File: src/design/chs_ram.sv
// ----------------------------------------------------------------------------
// chs_ram
// Generic simple dual-port RAM, one write and one registered read port.
// ----------------------------------------------------------------------------
module chs_ram #(
  parameter int WIDTH = 33,
  parameter int DEPTH = 128,
  localparam int AW   = (DEPTH > 1) ? $clog2(DEPTH) : 1
) (
  input  logic             clk,
  input  logic             we,
  input  logic [AW-1:0]    waddr,
  input  logic [WIDTH-1:0] wdata,
  input  logic             re,
  input  logic [AW-1:0]    raddr,
  output logic [WIDTH-1:0] rdata
);

  logic [WIDTH-1:0] mem [DEPTH];

  always_ff @(posedge clk) begin
    if (we) begin
      mem[waddr] <= wdata;
    end
    if (re) begin
      rdata <= mem[raddr];
    end
  end

endmodule

File: config.mk
export PLATFORM = sky130hd
export DESIGN_NAME = chs_ram
export DESIGN_NICKNAME = d
export VERILOG_FILES = /design/src/design/chs_ram.sv
export SDC_FILE = /design/constraint.sdc
export NUM_CORES = 2
export LEC_CHECK = 0
export ABC_CLOCK_PERIOD_IN_PS = 12200
export CAP_MARGIN = 20
export CORE_MARGIN = 2
export CORE_UTILIZATION = 40
export CTS_BUF_LIST = sky130_fd_sc_hd__clkbuf_4 sky130_fd_sc_hd__clkbuf_8
export DETAILED_ROUTE_END_ITERATION = 10
export DONT_BUFFER_PORTS = 1
export MAX_ROUTING_LAYER = met4
export PLACE_DENSITY = 0.51
export SYNTH_ARGS = -nofsm -noshare
export SYNTH_HDL_FRONTEND = slang
export SYNTH_MEMORY_MAX_BITS = 65536
export SYNTH_SLANG_ARGS = --single-unit
export TNS_END_PERCENT = 20
File: constraint.sdc
create_clock -name clk -period 12.2 [get_ports clk]
set_input_delay 1.83 -clock clk [delete_from_list [all_inputs] [get_ports clk]]
set_output_delay 1.83 -clock clk [all_outputs]
set_load 0.02 [all_outputs]
==> reports/qor.txt <==
YS warnings - 0
Setup Skew - 0.0536 ns
Area leader, netlist - edfxtp_1
Core Box Area - 402000 µm²
Post-detail-place hpwl - 224000 µm
Final ANT Viol Nets - 0
# resized after CTS - 0
CTS Hold Buffers Added - 0
Hold/Removal Path Class - in2reg
Syn Area/Cell - 26.2 µm²
DIE HEIGHT - 639 µm
Achievable Freq - 155 MHz
Post-route DRC - 0
Synth Area in Compound Gates - 0%
Largest net degree at the start of global routing - 265
Reg power frac - 55.6%
Vias in the first global route - 76300
Slew headroom - -11.2%
Critical Path Fanout Max - 145
CP Launch Type - input port
Synthesized Nets - 6221
CP Data Required Time - 13.14 ns
Clock share of power - 40.4%
Outcome - finished with violations
Adder-Cell Fraction of Synth Area - 0%
CTS Root Cell - clkbuf_8
CTS tree - done
Vias - 73300
CP endpoint kind - flip-flop
Initial DRC count - 9974
Unique masters post-synth - 15
Overall Global Routing Usage - 23.3%
Vias per inst - 5.83
Post-synthesis mux area share - 19.6%
Met3 Resource Use GR - 4.11%
Postcts setup bufs - 0
Initial antenna violation count - 64
P_int - 22.9 mW
Max Cap Viol - 0
Critical path class - in2reg
Mapped Cells - 6171
Non-Filler Instances - 12600
Placer Congestion - 0.770
Clock tree sinks - 4257
First-pass GRT wire length - 630000 µm
Remaining Overflow, GRT - 0
M2 GR Usage - 37.2%
Comb pwr share - 4.0%
GR Layer Usage met1 - 31.5%
Post-synthesis sequential area ratio - 79.2%
DIE WIDTH - 639 µm
Fin crit period - 6.46 ns
Row count - 233
Sw frac - 21.5%
Final Max Slew Viols - 187
Die ar. - 409000 µm²
First-pass DRT Iterations - 5
Count of input and output buffers - 0
Clk buf depth - 4
Clock Latency Late Sink - 1.24 ns
H-tree lvl count - 6
Hold Violations, Final - 0
P&R area growth vs syn - 12.9%
Setup-failing EPs final - 0
Worst vdd rail ir drop - 0.0000913 V
Lkg Pwr - 55.2 nW
Routed wire length - 464000 µm
Layout Nets - 6737
#FFs+latches synth - 4257
Synth Area in XOR/XNOR - 0%
Ports - 83
Wire per inst - 36.9 µm
Failing checks - slew limit
Main combinational cell family by area after synthesis - multiplexers
Clock-pin slew of the registers on the worst-case setup and hold paths - 0.06 ns
Fin crit share - 52.9%
Yosys top cell area share - 79.2%
Cell area after technology mapping - 161000 µm²
Setup TNS Final - 0 ns
RSZ-0062 raised after global routing - no
Area contributors post-synth - edfxtp_1 (79%), mux4_2 (19%), clkbuf_1 (0.43%), buf_2 (0.29%), nor2_1 (0.28%)
Placed Cells - 11300
Initial Util - 40.1%
Layout cell share with drive strength beyond 1 - 38.0%
NetSw - 6.30 mW
Num CTS Buffers - 688
WHS - 0.708 ns
Global routing's busiest layer - met2
Data arrival, critical path - 7.40 ns
Tightest Pin Transition - 1.67 ns
Pwr Density - 160 nW/µm²
Simple-Gate Fraction of Synth Area - 0.432%
## kinds of logic (layout without fill, tap and decap cells)
kind of cell  count (synthesis)  in the layout
flops                      4257           4257
buf+inv                     325           1375
simple gates                170            170
other cells                   0             55
mux                        1419           1419
## placed cells by master (no fill, tap or decap), types with 2 or more instances in the layout
cell	synthesis	final
nor2_1	122	3
mux4_2	1386	1386
nand2b_1	2	2
buf_4	0	134
nor2b_1	7	7
edfxtp_1	4257	4257
clkbuf_4	0	230
nand3_2	0	4
clkinv_8	0	2
nand3_1	12	8
buf_16	0	17
nor2_4	0	119
nand2_1	14	11
inv_6	0	12
clkbuf_8	0	705
clkinv_1	0	185
nor3_2	0	9
bufinv_16	0	7
nand4_1	3	3
clkinv_2	0	57
inv_8	0	8
nand2_2	0	3
clkinvlp_4	0	16
diode_2	0	55
mux2_2	33	33
## worst max-delay path, cell delays in order
cell and delay [ns]:
buf_16 0.30, buf_16 0.56, buf_16 0.81, buf_16 0.44, buf_16 0.79, mux4_2 0.62, mux4_2 0.49, mux4_2 0.48
mux2_2 0.28
## cell type report
class / count / area, µm²
antenna: 55 / 138
clock inverter: 289 / 1560
fill: 33300 / 220000
clock buffer: 935 / 11400
multi-input combinational: 1589 / 33200
sequential: 4257 / 128000
tap: 5287 / 6620
timing repair buffer: 151 / 1470
## metrics by stage
step           worst slack [ns]  util (%)  instance area (µm²)  total power, mW
2_1_floorplan              7.06         -               161000             17.3
3_3_place_gp               4.64      42.0               169000             17.7
3_5_place_dp               4.61      42.0               169000             17.7
4_1_cts                    5.95      45.3               182000             29.5
5_1_grt                    5.32      45.3               182000             30.1
6_report                   5.74      45.3               182000             29.2
## sequential cells by signal, summed over array words and instances (netlist names)
signal and flops:
rdata 33, mem 4224
## per-layer routing
layer | vias up | wire [µm]
met5 | - | 0
met1 | 41100 | 191000
met2 | 3216 | 228000
met4 | 0 | 9070
met3 | 574 | 36400
li1 | 28500 | -
## power by group through the flow
stage	Clock [mW]	Combinational, mW	Sequential (mW)
final	11.8	1.16	16.3
after detailed placement	0	1.17	16.6
after global routing	12.7	1.20	16.2
after floorplan	0	0.779	16.5
after CTS	12.1	1.17	16.3
after global placement	0	1.17	16.6
## final timing paths
kind                      end  slack, ns         start  depth (start not counted)
setup / recovery    rdata[14]       5.74      raddr[0]                          9
hold / removal    mem[86][23]       0.71     wdata[23]                          0
setup reg to reg    rdata[21]       9.37   mem[84][21]                          4
hold reg to reg     rdata[18]       1.18  mem[110][18]                          4
## Yosys cell counts, drive strengths merged
library cell	number
edfxtp	4257
mux4	1386
clkbuf	184
buf	141
nor2	122
mux2	33
nand2	14
nand3	12
nor3	9
nor2b	7
nand4	3
nand2b	2
or3	1
(Power assumes the default switching activity.)
